`config.mk`:
```
export PLATFORM = sky130hd
export DESIGN_NAME = pid_with_crossing_reset_flat
export DESIGN_NICKNAME = d
export VERILOG_FILES = /design/src/pidcr_pkg.sv /design/src/pidcr_ifs.sv /design/src/pidcr_mul.sv /design/src/pidcr_div.sv /design/src/pid_with_crossing_reset.sv /design/src/flat_wrapper.sv
export SDC_FILE = /design/constraint.sdc
export NUM_CORES = 2
export LEC_CHECK = 0
export BUFFER_PORTS_ARGS = -buffer_cell sky130_fd_sc_hd__buf_2
export CORE_ASPECT_RATIO = 0.8
export CORE_MARGIN = 10
export CORE_UTILIZATION = 30
export DETAILED_ROUTE_END_ITERATION = 16
export SYNTH_ARGS = -nofsm -noshare
export SYNTH_HDL_FRONTEND = slang
export SYNTH_SLANG_ARGS = --single-unit
```
`constraint.sdc`:
```
create_clock -name clk -period 12.7 [get_ports clk]
set_input_delay 2.54 -clock clk [delete_from_list [all_inputs] [get_ports clk]]
set_output_delay 2.54 -clock clk [all_outputs]
set_load 0.05 [all_outputs]
```
`src/pidcr_pkg.sv`:
```
// Shared types and constants for the PID controller with integrator reset.
package pidcr_pkg;

  localparam int TICK_SHIFT = 10;   // tick rate of 1024 per second
  localparam int MUL_STEPS  = 16;   // multiplier bits consumed, one per cycle
  localparam int DIV_STEPS  = 32;   // quotient bits produced, one per cycle

  typedef logic [2:0] cfg_idx_t;

  localparam cfg_idx_t REG_GAIN_P   = 3'd0;
  localparam cfg_idx_t REG_GAIN_I   = 3'd1;
  localparam cfg_idx_t REG_GAIN_D   = 3'd2;
  localparam cfg_idx_t REG_SETPOINT = 3'd3;
  localparam cfg_idx_t REG_LIMIT    = 3'd4;
  localparam cfg_idx_t REG_STOP     = 3'd5;
  localparam cfg_idx_t REG_MAP      = 3'd6;

  typedef struct packed {
    logic        start;
    logic [47:0] a;
    logic [15:0] b;
  } mul_req_t;

  typedef struct packed {
    logic        done;
    logic [63:0] product;
  } mul_rsp_t;

  typedef struct packed {
    logic        start;
    logic [31:0] dividend;
    logic [15:0] divisor;
  } div_req_t;

  typedef struct packed {
    logic        done;
    logic [31:0] quotient;
  } div_rsp_t;

endpackage

```
`src/pidcr_ifs.sv`:
```
// Handshake channel interfaces for samples, results and register writes.
interface pidcr_in_if;
  logic               valid;
  logic               ready;
  logic signed [15:0] measurement;
  logic        [15:0] elapsed_ticks;
  modport source (output valid, measurement, elapsed_ticks, input ready);
  modport sink   (input valid, measurement, elapsed_ticks, output ready);
endinterface

interface pidcr_out_if;
  logic               valid;
  logic               ready;
  logic signed [15:0] drive;
  logic signed [15:0] rotation;
  logic               stopped;
  modport source (output valid, drive, rotation, stopped, input ready);
  modport sink   (input valid, drive, rotation, stopped, output ready);
endinterface

interface pidcr_cfg_if;
  logic                valid;
  logic                ready;
  pidcr_pkg::cfg_idx_t index;
  logic [15:0]         data;
  modport source (output valid, index, data, input ready);
  modport sink   (input valid, index, data, output ready);
endinterface

```
`src/pidcr_mul.sv`:
```
// Unsigned shift-add multiplier that consumes one multiplier bit per cycle.
module pidcr_mul (
  input  logic                clk,
  input  logic                rst,
  input  pidcr_pkg::mul_req_t req,
  output pidcr_pkg::mul_rsp_t rsp
);
  import pidcr_pkg::*;

  logic [63:0] mcand;
  logic [15:0] mplier;
  logic [63:0] acc;
  logic [3:0]  cnt;
  logic        busy;
  logic        done;

  always_ff @(posedge clk) begin
    if (rst) begin
      busy <= 1'b0;
      done <= 1'b0;
    end else begin
      done <= 1'b0;
      if (req.start) begin
        mcand  <= {16'd0, req.a};
        mplier <= req.b;
        acc    <= '0;
        cnt    <= '0;
        busy   <= 1'b1;
      end else if (busy) begin
        if (mplier[0]) begin
          acc <= acc + mcand;
        end
        mcand  <= {mcand[62:0], 1'b0};
        mplier <= {1'b0, mplier[15:1]};
        cnt    <= cnt + 4'd1;
        if (cnt == 4'(MUL_STEPS - 1)) begin
          busy <= 1'b0;
          done <= 1'b1;
        end
      end
    end
  end

  assign rsp.done    = done;
  assign rsp.product = acc;

endmodule

```
`src/pidcr_div.sv`:
```
// Restoring divider that produces one quotient bit per cycle.
module pidcr_div (
  input  logic                clk,
  input  logic                rst,
  input  pidcr_pkg::div_req_t req,
  output pidcr_pkg::div_rsp_t rsp
);
  import pidcr_pkg::*;

  logic [15:0] divisor;
  logic [15:0] rem;
  logic [31:0] quo;
  logic [4:0]  cnt;
  logic        busy;
  logic        done;
  logic [16:0] trial;

  assign trial = {rem, quo[31]};

  always_ff @(posedge clk) begin
    if (rst) begin
      busy <= 1'b0;
      done <= 1'b0;
    end else begin
      done <= 1'b0;
      if (req.start) begin
        divisor <= req.divisor;
        rem     <= '0;
        quo     <= req.dividend;
        cnt     <= '0;
        busy    <= 1'b1;
      end else if (busy) begin
        if (trial >= {1'b0, divisor}) begin
          rem <= 16'(trial - {1'b0, divisor});
          quo <= {quo[30:0], 1'b1};
        end else begin
          rem <= trial[15:0];
          quo <= {quo[30:0], 1'b0};
        end
        cnt <= cnt + 5'd1;
        if (cnt == 5'(DIV_STEPS - 1)) begin
          busy <= 1'b0;
          done <= 1'b1;
        end
      end
    end
  end

  assign rsp.done     = done;
  assign rsp.quotient = quo;

endmodule

```
`src/pid_with_crossing_reset.sv`:
```
// PID controller: a sample enters, and after the steps below one result beat is valid.
// Each sample runs five serial multiplies and two serial divides on one shared multiplier
// and one divider, plus one state to form the drive and one to load the output register,
// so a new sample is taken only once the previous one is handed over. The next sample is
// accepted while the previous result still waits; a new beat is only loaded once it has left.
// Synchronous reset clears the gains, setpoint and stop band, sets the limit to 32767 and the
// rotation scale to 9175, clears the integral and arms the first-sample flag.
module pid_with_crossing_reset (
  input  logic   clk,
  input  logic   rst,
  pidcr_cfg_if.sink   cfg,
  pidcr_in_if.sink    sample,
  pidcr_out_if.source result
);
  import pidcr_pkg::*;

  // Sequencer states. Each waiting state holds until the serial unit reports done.
  localparam logic [3:0] ST_IDLE = 4'd0;
  localparam logic [3:0] ST_MI   = 4'd1;  // error times ticks
  localparam logic [3:0] ST_DV   = 4'd2;  // error change over ticks
  localparam logic [3:0] ST_MP   = 4'd3;  // proportional term
  localparam logic [3:0] ST_MII  = 4'd4;  // integral term
  localparam logic [3:0] ST_MD   = 4'd5;  // derivative term
  localparam logic [3:0] ST_DRV  = 4'd6;  // scale, clamp and stop band
  localparam logic [3:0] ST_MR   = 4'd7;  // drive times rotation scale
  localparam logic [3:0] ST_DR   = 4'd8;  // divide by twice the limit
  localparam logic [3:0] ST_OUT  = 4'd9;  // hand over to the output register

  // Configuration registers.
  logic signed [15:0] gain_p, gain_i, gain_d, setpoint;
  logic        [14:0] output_limit, stop_band;
  logic        [15:0] rot_scale;

  // Loop state that persists from sample to sample.
  logic signed [47:0] integral_sum;
  logic signed [16:0] previous_error;
  logic               first_sample;

  // Per-sample working registers.
  logic [3:0]         state;
  logic signed [16:0] err;
  logic [15:0]        ticks;
  logic               diff_neg;
  logic signed [28:0] deriv;
  logic signed [55:0] acc;
  logic signed [15:0] drive;
  logic signed [15:0] rotation;
  logic               stopped;
  logic               rot_zero;

  mul_req_t mul_req;
  mul_rsp_t mul_rsp;
  div_req_t div_req;
  div_rsp_t div_rsp;

  pidcr_mul u_mul (.clk(clk), .rst(rst), .req(mul_req), .rsp(mul_rsp));
  pidcr_div u_div (.clk(clk), .rst(rst), .req(div_req), .rsp(div_rsp));

  // Register writes are taken only while no sample is being worked on.
  assign cfg.ready    = (state == ST_IDLE);
  assign sample.ready = (state == ST_IDLE);

  // The output register takes a new beat once the previous one has left.
  logic out_load;
  assign out_load = (state == ST_OUT) && (!result.valid || result.ready);

  // Error of the incoming sample and its magnitude.
  logic signed [16:0] err_in;
  logic        [16:0] err_in_abs;
  logic        [16:0] err_abs;
  assign err_in     = 17'(setpoint) - 17'(sample.measurement);
  assign err_in_abs = err_in[16] ? 17'(-err_in) : 17'(err_in);
  assign err_abs    = err[16] ? 17'(-err) : 17'(err);

  // Integral accumulation with saturation to 48 bits.
  logic signed [33:0] inc;
  logic signed [48:0] int_sum;
  logic signed [47:0] int_sat;
  logic signed [47:0] int_acc;
  logic               sign_change;
  logic signed [47:0] int_new;
  assign inc = err[16] ? -$signed({1'b0, mul_rsp.product[32:0]})
                       :  $signed({1'b0, mul_rsp.product[32:0]});
  assign int_sum = 49'(integral_sum) + 49'(inc);
  always_comb begin
    if (int_sum[48] != int_sum[47]) begin
      int_sat = int_sum[48] ? {1'b1, 47'd0} : {1'b0, {47{1'b1}}};
    end else begin
      int_sat = int_sum[47:0];
    end
  end
  assign int_acc     = first_sample ? integral_sum : int_sat;
  assign sign_change = (err[16] != previous_error[16]) ||
                       ((err == 17'sd0) != (previous_error == 17'sd0));
  assign int_new     = sign_change ? 48'sd0 : int_acc;

  // Error change, scaled by the tick rate, as the divider's dividend.
  logic signed [17:0] diff;
  logic        [17:0] diff_abs;
  assign diff     = 18'(err) - 18'(previous_error);
  assign diff_abs = diff[17] ? 18'(-diff) : 18'(diff);

  // Magnitudes of the signed multiplier operands.
  logic [15:0] gp_abs, gi_abs, gd_abs;
  logic [47:0] int_abs;
  logic [27:0] deriv_abs;
  assign gp_abs    = gain_p[15] ? 16'(-gain_p) : 16'(gain_p);
  assign gi_abs    = gain_i[15] ? 16'(-gain_i) : 16'(gain_i);
  assign gd_abs    = gain_d[15] ? 16'(-gain_d) : 16'(gain_d);
  assign int_abs   = integral_sum[47] ? 48'(-integral_sum) : 48'(integral_sum);
  assign deriv_abs = deriv[28] ? 28'(-deriv) : 28'(deriv);

  // Signed products of the three terms, widened to the accumulator.
  logic signed [55:0] term_p, term_i, term_d;
  logic [55:0]        mag_p, mag_i, mag_d;
  assign mag_p  = 56'(mul_rsp.product[32:0]);
  assign mag_i  = 56'(mul_rsp.product[63:TICK_SHIFT]);
  assign mag_d  = 56'(mul_rsp.product[43:0]);
  assign term_p = (err[16] ^ gain_p[15]) ? -$signed(mag_p) : $signed(mag_p);
  assign term_i = (integral_sum[47] ^ gain_i[15]) ? -$signed(mag_i) : $signed(mag_i);
  assign term_d = (deriv[28] ^ gain_d[15]) ? -$signed(mag_d) : $signed(mag_d);

  // Drive: divide by 256 toward zero, clamp, then apply the stop band.
  logic [55:0] acc_abs;
  logic [47:0] acc_mag;
  logic [14:0] drv_mag;
  logic        in_band;
  logic [14:0] drv_fin;
  assign acc_abs = acc[55] ? 56'(-acc) : 56'(acc);
  assign acc_mag = acc_abs[55:8];
  assign drv_mag = (acc_mag > 48'(output_limit)) ? output_limit : acc_mag[14:0];
  assign in_band = err_abs < 17'(stop_band);
  assign drv_fin = in_band ? 15'd0 : drv_mag;

  always_ff @(posedge clk) begin
    if (rst) begin
      gain_p         <= '0;
      gain_i         <= '0;
      gain_d         <= '0;
      setpoint       <= '0;
      output_limit   <= 15'd32767;
      stop_band      <= '0;
      rot_scale      <= 16'd9175;
      integral_sum   <= '0;
      previous_error <= '0;
      first_sample   <= 1'b1;
      state          <= ST_IDLE;
      mul_req.start  <= 1'b0;
      div_req.start  <= 1'b0;
      result.valid   <= 1'b0;
    end else begin
      mul_req.start <= 1'b0;
      div_req.start <= 1'b0;
      if (out_load) begin
        result.valid <= 1'b1;
      end else if (result.valid && result.ready) begin
        result.valid <= 1'b0;
      end

      if (cfg.valid && cfg.ready) begin
        unique case (cfg.index)
          REG_GAIN_P: gain_p <= $signed(cfg.data);
          REG_GAIN_I: gain_i <= $signed(cfg.data);
          REG_GAIN_D: gain_d <= $signed(cfg.data);
          REG_SETPOINT: begin
            setpoint       <= $signed(cfg.data);
            integral_sum   <= '0;
            previous_error <= '0;
            first_sample   <= 1'b1;
          end
          REG_LIMIT:  output_limit   <= cfg.data[14:0];
          REG_STOP:   stop_band      <= cfg.data[14:0];
          REG_MAP:    rot_scale      <= cfg.data;
          default: ;
        endcase
      end

      unique case (state)
        ST_IDLE: begin
          if (sample.valid) begin
            err           <= err_in;
            ticks         <= sample.elapsed_ticks;
            mul_req.start <= 1'b1;
            mul_req.a     <= 48'(err_in_abs);
            mul_req.b     <= sample.elapsed_ticks;
            state         <= ST_MI;
          end
        end
        ST_MI: begin
          if (mul_rsp.done) begin
            integral_sum     <= int_new;
            diff_neg         <= diff[17];
            div_req.start    <= 1'b1;
            div_req.dividend <= {4'd0, diff_abs, 10'd0};
            div_req.divisor  <= ticks;
            state            <= ST_DV;
          end
        end
        ST_DV: begin
          if (div_rsp.done) begin
            if (first_sample || ticks == 16'd0) begin
              deriv <= '0;
            end else if (diff_neg) begin
              deriv <= -$signed({1'b0, div_rsp.quotient[27:0]});
            end else begin
              deriv <= $signed({1'b0, div_rsp.quotient[27:0]});
            end
            mul_req.start <= 1'b1;
            mul_req.a     <= 48'(err_abs);
            mul_req.b     <= gp_abs;
            state         <= ST_MP;
          end
        end
        ST_MP: begin
          if (mul_rsp.done) begin
            acc           <= term_p;
            mul_req.start <= 1'b1;
            mul_req.a     <= int_abs;
            mul_req.b     <= gi_abs;
            state         <= ST_MII;
          end
        end
        ST_MII: begin
          if (mul_rsp.done) begin
            acc           <= acc + term_i;
            mul_req.start <= 1'b1;
            mul_req.a     <= 48'(deriv_abs);
            mul_req.b     <= gd_abs;
            state         <= ST_MD;
          end
        end
        ST_MD: begin
          if (mul_rsp.done) begin
            acc   <= acc - term_d;
            state <= ST_DRV;
          end
        end
        ST_DRV: begin
          drive          <= acc[55] ? -$signed({1'b0, drv_fin}) : $signed({1'b0, drv_fin});
          stopped        <= in_band;
          rot_zero       <= (drv_fin < stop_band) || (output_limit == 15'd0);
          if (in_band) begin
            integral_sum <= '0;
          end
          previous_error <= err;
          first_sample   <= 1'b0;
          mul_req.start  <= 1'b1;
          mul_req.a      <= 48'(drv_fin);
          mul_req.b      <= rot_scale;
          state          <= ST_MR;
        end
        ST_MR: begin
          if (mul_rsp.done) begin
            div_req.start    <= 1'b1;
            div_req.dividend <= mul_rsp.product[31:0];
            div_req.divisor  <= {output_limit, 1'b0};
            state            <= ST_DR;
          end
        end
        ST_DR: begin
          if (div_rsp.done) begin
            if (rot_zero) begin
              rotation <= '0;
            end else if (drive[15]) begin
              rotation <= $signed(div_rsp.quotient[15:0]);
            end else begin
              rotation <= -$signed(div_rsp.quotient[15:0]);
            end
            state <= ST_OUT;
          end
        end
        ST_OUT: begin
          // The finished beat waits here until the previous one has left.
          if (out_load) begin
            result.drive    <= drive;
            result.rotation <= rotation;
            result.stopped  <= stopped;
            state           <= ST_IDLE;
          end
        end
        default: state <= ST_IDLE;
      endcase
    end
  end

endmodule
```
`src/flat_wrapper.sv`:
```
// flat-port wrapper written by rule: the top's interface ports become plain ports
module pid_with_crossing_reset_flat import pidcr_pkg::*;
  (clk, rst, cfg_valid, cfg_index, cfg_data, cfg_ready, sample_valid, sample_measurement, sample_elapsed_ticks, sample_ready, result_valid, result_drive, result_rotation, result_stopped, result_ready);
  pidcr_cfg_if cfg_i ();
  pidcr_in_if sample_i ();
  pidcr_out_if result_i ();
  input  logic clk;
  input  logic rst;
  input wire logic [$bits(cfg_i.valid)-1:0] cfg_valid;
  input wire logic [$bits(cfg_i.index)-1:0] cfg_index;
  input wire logic [$bits(cfg_i.data)-1:0] cfg_data;
  output wire logic [$bits(cfg_i.ready)-1:0] cfg_ready;
  input wire logic [$bits(sample_i.valid)-1:0] sample_valid;
  input wire logic [$bits(sample_i.measurement)-1:0] sample_measurement;
  input wire logic [$bits(sample_i.elapsed_ticks)-1:0] sample_elapsed_ticks;
  output wire logic [$bits(sample_i.ready)-1:0] sample_ready;
  output wire logic [$bits(result_i.valid)-1:0] result_valid;
  output wire logic [$bits(result_i.drive)-1:0] result_drive;
  output wire logic [$bits(result_i.rotation)-1:0] result_rotation;
  output wire logic [$bits(result_i.stopped)-1:0] result_stopped;
  input wire logic [$bits(result_i.ready)-1:0] result_ready;
  assign cfg_i.valid = cfg_valid;
  assign cfg_i.index = cfg_index;
  assign cfg_i.data = cfg_data;
  assign cfg_ready = cfg_i.ready;
  assign sample_i.valid = sample_valid;
  assign sample_i.measurement = sample_measurement;
  assign sample_i.elapsed_ticks = sample_elapsed_ticks;
  assign sample_ready = sample_i.ready;
  assign result_valid = result_i.valid;
  assign result_drive = result_i.drive;
  assign result_rotation = result_i.rotation;
  assign result_stopped = result_i.stopped;
  assign result_i.ready = result_ready;
  pid_with_crossing_reset u_core (.clk(clk), .rst(rst), .cfg(cfg_i), .sample(sample_i), .result(result_i));
endmodule
```
==> reports/summary.txt <==
r2r setup slk: 4.79 ns
highest clock rate: 0.126 GHz
largest cells by area after synthesis: edfxtp_1 31%, dfxtp_1 7.6%, ha_1 6.9%, xnor2_1 6.1%, nand2_1 4.8%
setup clock skew after layout: 0.0457 ns
DP Cell Count: 7520
GRT Total Usage: 16.8%
GRT met1 Usage: 25.1%
sequential cell area fraction in the yosys report: 39.1%
share of layout cells above drive strength 1: 8.44%
CP max FO: 47
row cnt: 132
Final HPWL DP: 120000 um
max-cap viol count: 0
cell count of the worst reg-to-reg path: 23
final WL: 158000 um
Gate power share: 29.7%
HP Class: flop to flop
Yosys top cell by area: edfxtp_1
syn avg cell area: 8.95 um2
crit path time final: 7.91 ns
Top FF cell, synth: edfxtp_1
Non-Filler Instances: 7675
RePlAce Congestion: 0.944
layer with the highest usage: met1
Detail Route Antenna Nets: 0
Setup CP Type: flop to flop
Worst Max-Slew Pin Slew: 1.27 ns
Syn Nets: 5824
Initial Utilization: 30.3%
Clk pwr share: 32.2%
Critical Path AT: 8.49 ns
post-route clock period utilization: 62.3%
hold-fix buffer count after cts: 0
final net count: 5796
post-CTS setup repair buffer count: 0
port bufs: 91
Sw Pwr: 0.00268 W
CTS Buf Count: 83
Area Growth Syn to Fin: 11.2%
Int Power: 0.00506 W
Fin Setup TNS: 0 ns
most common library cell in the layout ignoring fill and taps: nand2_1
Worst setup SP type: flop
FF-to-FF Start: u_core.u_mul.acc[0]
die width: 473 um
Worst slew margin: 15.2%
worst hold path stage count: 0
outcome: finished, final reports clean
Post-route DRC: 0
CORE AREA: 0.162 mm2
final hold violation count: 0
Reg clk slew, reported paths: 0.06 ns
Cell Area, Synth: 0.0492 mm2
fill count: 16549
Root Driver: clkbuf_16
most frequent cells in the layout: 629 x nand2_1, 536 x nor2_1, 515 x edfxtp_1
WL/cell: 20.6 um
#FFs+latches synth: 702
IO Count: 92
Leak: 20.2 nW
share of power burned in registers: 38.1%
antenna violations before repair: 3
GR Util met3: 4.14%
Switching Fraction: 34.6%
Synth top area share: 31.5%
first-pass GRT wire length: 241000 um
met2 Resource Use GR: 23.6%
Die Y-Extent: 382 um
TritonCTS clock tree: built
Worst Path Required: 13.29 ns
vias in the first global route: 38784
grt total ovfl: 0
pwr dens: 141 mW/mm2
Max H-tree Level: 3
hold endpoint: u_core.result.rotation[0]
RSZ-0062 raised after global routing: no
HP Start: u_core.rotation[0]
die footprint: 0.181 mm2
Worst setup EP type: flop
worst-skew pair later-pin latency: 0.72 ns
TritonCTS Sinks: 702
via count: 42111
Reg-to-Reg End: u_core.integral_sum[4]
Post-synth EDFFs: 515
post-CTS sizing: 0
largest net degree at the start of global routing: 75
Unique masters post-synth: 95
asr flop ratio synth: 0%
Max clock buf depth: 3
post-synthesis cell count: 5489
setup violators final: 0
worst vdd ir: 0.000101 V
drt first-iter violations: 4611
final-report max-slew violation count: 0
Via density: 5.49
DR pass1 iterations: 9
Synth Warn #: 0
Final Util: 33.7%
## critical path, stage by stage, from the launching register on
cell and delay (ns):
edfxtp_1 0.50, or3_1 0.46, or3_1 0.35, or3_1 0.40
or3_1 0.39, nor2_1 0.42, nand4_1 0.30, or3_1 0.48
nor4_1 0.42, nand2b_1 0.19, xnor2_1 0.24, ha_1 0.38
a21oi_1 0.15, nor2b_1 0.08, or4b_2 0.60, nor3_1 0.16
nor2_1 0.11, a31oi_1 0.33, nor4_1 0.12, o211ai_1 0.25
o21ai_0 0.12, o21ai_0 0.12, nand3_2 0.75, o21ai_0 0.43
## synth_stat cells (56+ instances only)
library cell	count
ha_1	273
edfxtp_1	515
nand3_1	97
nor2_1	542
xor2_1	264
inv_1	191
a21o_1	122
nand4_1	56
mux2_2	93
a21oi_1	412
nor3_1	109
nand2b_1	60
dfxtp_1	187
clkbuf_1	220
o31ai_1	61
nand2_1	629
xnor2_1	340
or3_1	76
nor4_1	75
nor2b_1	70
o21ai_0	353
## through the flow
stage | worst slack, ns | instance area, um2 | total power [W] | hold slack (ns)
2_1_floorplan | 3.34 | 49200 | 0.00461 | 0.400
3_3_place_gp | 5.15 | 51900 | 0.00519 | 0.402
3_5_place_dp | 4.90 | 51900 | 0.00522 | 0.405
4_1_cts | 4.81 | 54700 | 0.00774 | 0.392
5_1_grt | 4.10 | 54700 | 0.00813 | 0.407
6_report | 4.79 | 54700 | 0.00773 | 0.396
## how the worst max path moves through the flow
stage,startpoint,to,slack [ns],depth (start not counted)
CTS,u_core.u_mul.acc[0],u_core.integral_sum[6],4.81,23
floorplan,rst,u_core.acc[0],3.34,3
finish,u_core.u_mul.acc[0],u_core.integral_sum[4],4.79,23
detailed placement,u_core.u_mul.acc[0],u_core.integral_sum[4],4.90,23
global placement,u_core.u_mul.acc[10],u_core.acc[52],5.15,26
global route,u_core.u_mul.acc[0],u_core.integral_sum[23],4.10,23
## power groups by stage
stage                     Combinational [W]  Sequential [W]  Clock, W
after floorplan                     0.00177         0.00284         0
after global placement              0.00222         0.00298         0
after detailed placement            0.00224         0.00298         0
after CTS                           0.00226         0.00294   0.00255
after global routing                0.00253         0.00296   0.00264
final                               0.00230         0.00294   0.00249
## registers in the layout, summed over array words and instances, names as in the netlist, 29 cells and up
register / count
u_core.acc: 56
u_core.deriv: 29
u_core.div_req: 49
u_core.integral_sum: 48
u_core.mul_req: 65
u_core.u_div.quo: 32
u_core.u_mul.acc: 64
u_core.u_mul.mcand: 64
## cell families after synthesis
| family | after synthesis | synth area share, % |
|---|---|---|
| buf+inv | 452 | 3.56 |
| flops | 702 | 39.1 |
| xor+xnor | 604 | 10.8 |
| compound gates | 1396 | 18.0 |
| fa+ha+maj | 280 | 7.22 |
| mux | 119 | 2.66 |
| simple gates | 1936 | 18.7 |
## final cells by class
type / count / area, um2 / area share (%)
Antenna cell: 1 / 2.50 / 0.00458
Clock buffer: 114 / 2310 / 4.22
Timing Repair Buffer: 148 / 886 / 1.62
Sequential cell: 702 / 19200 / 35.1
Multi-Input combinational cell: 4335 / 28400 / 51.9
Clock inverter: 40 / 495 / 0.906
Tap cell: 2144 / 2680 / 4.91
Inverter: 191 / 717 / 1.31
## routing by layer
layer,vias to the layer above,part of all wire [%]
li1,19936,-
met2,1788,40
met3,255,10
met5,-,0.015
met1,20128,47
met4,4,2.7
No activity file was read; power rests on OpenSTA's default activity.
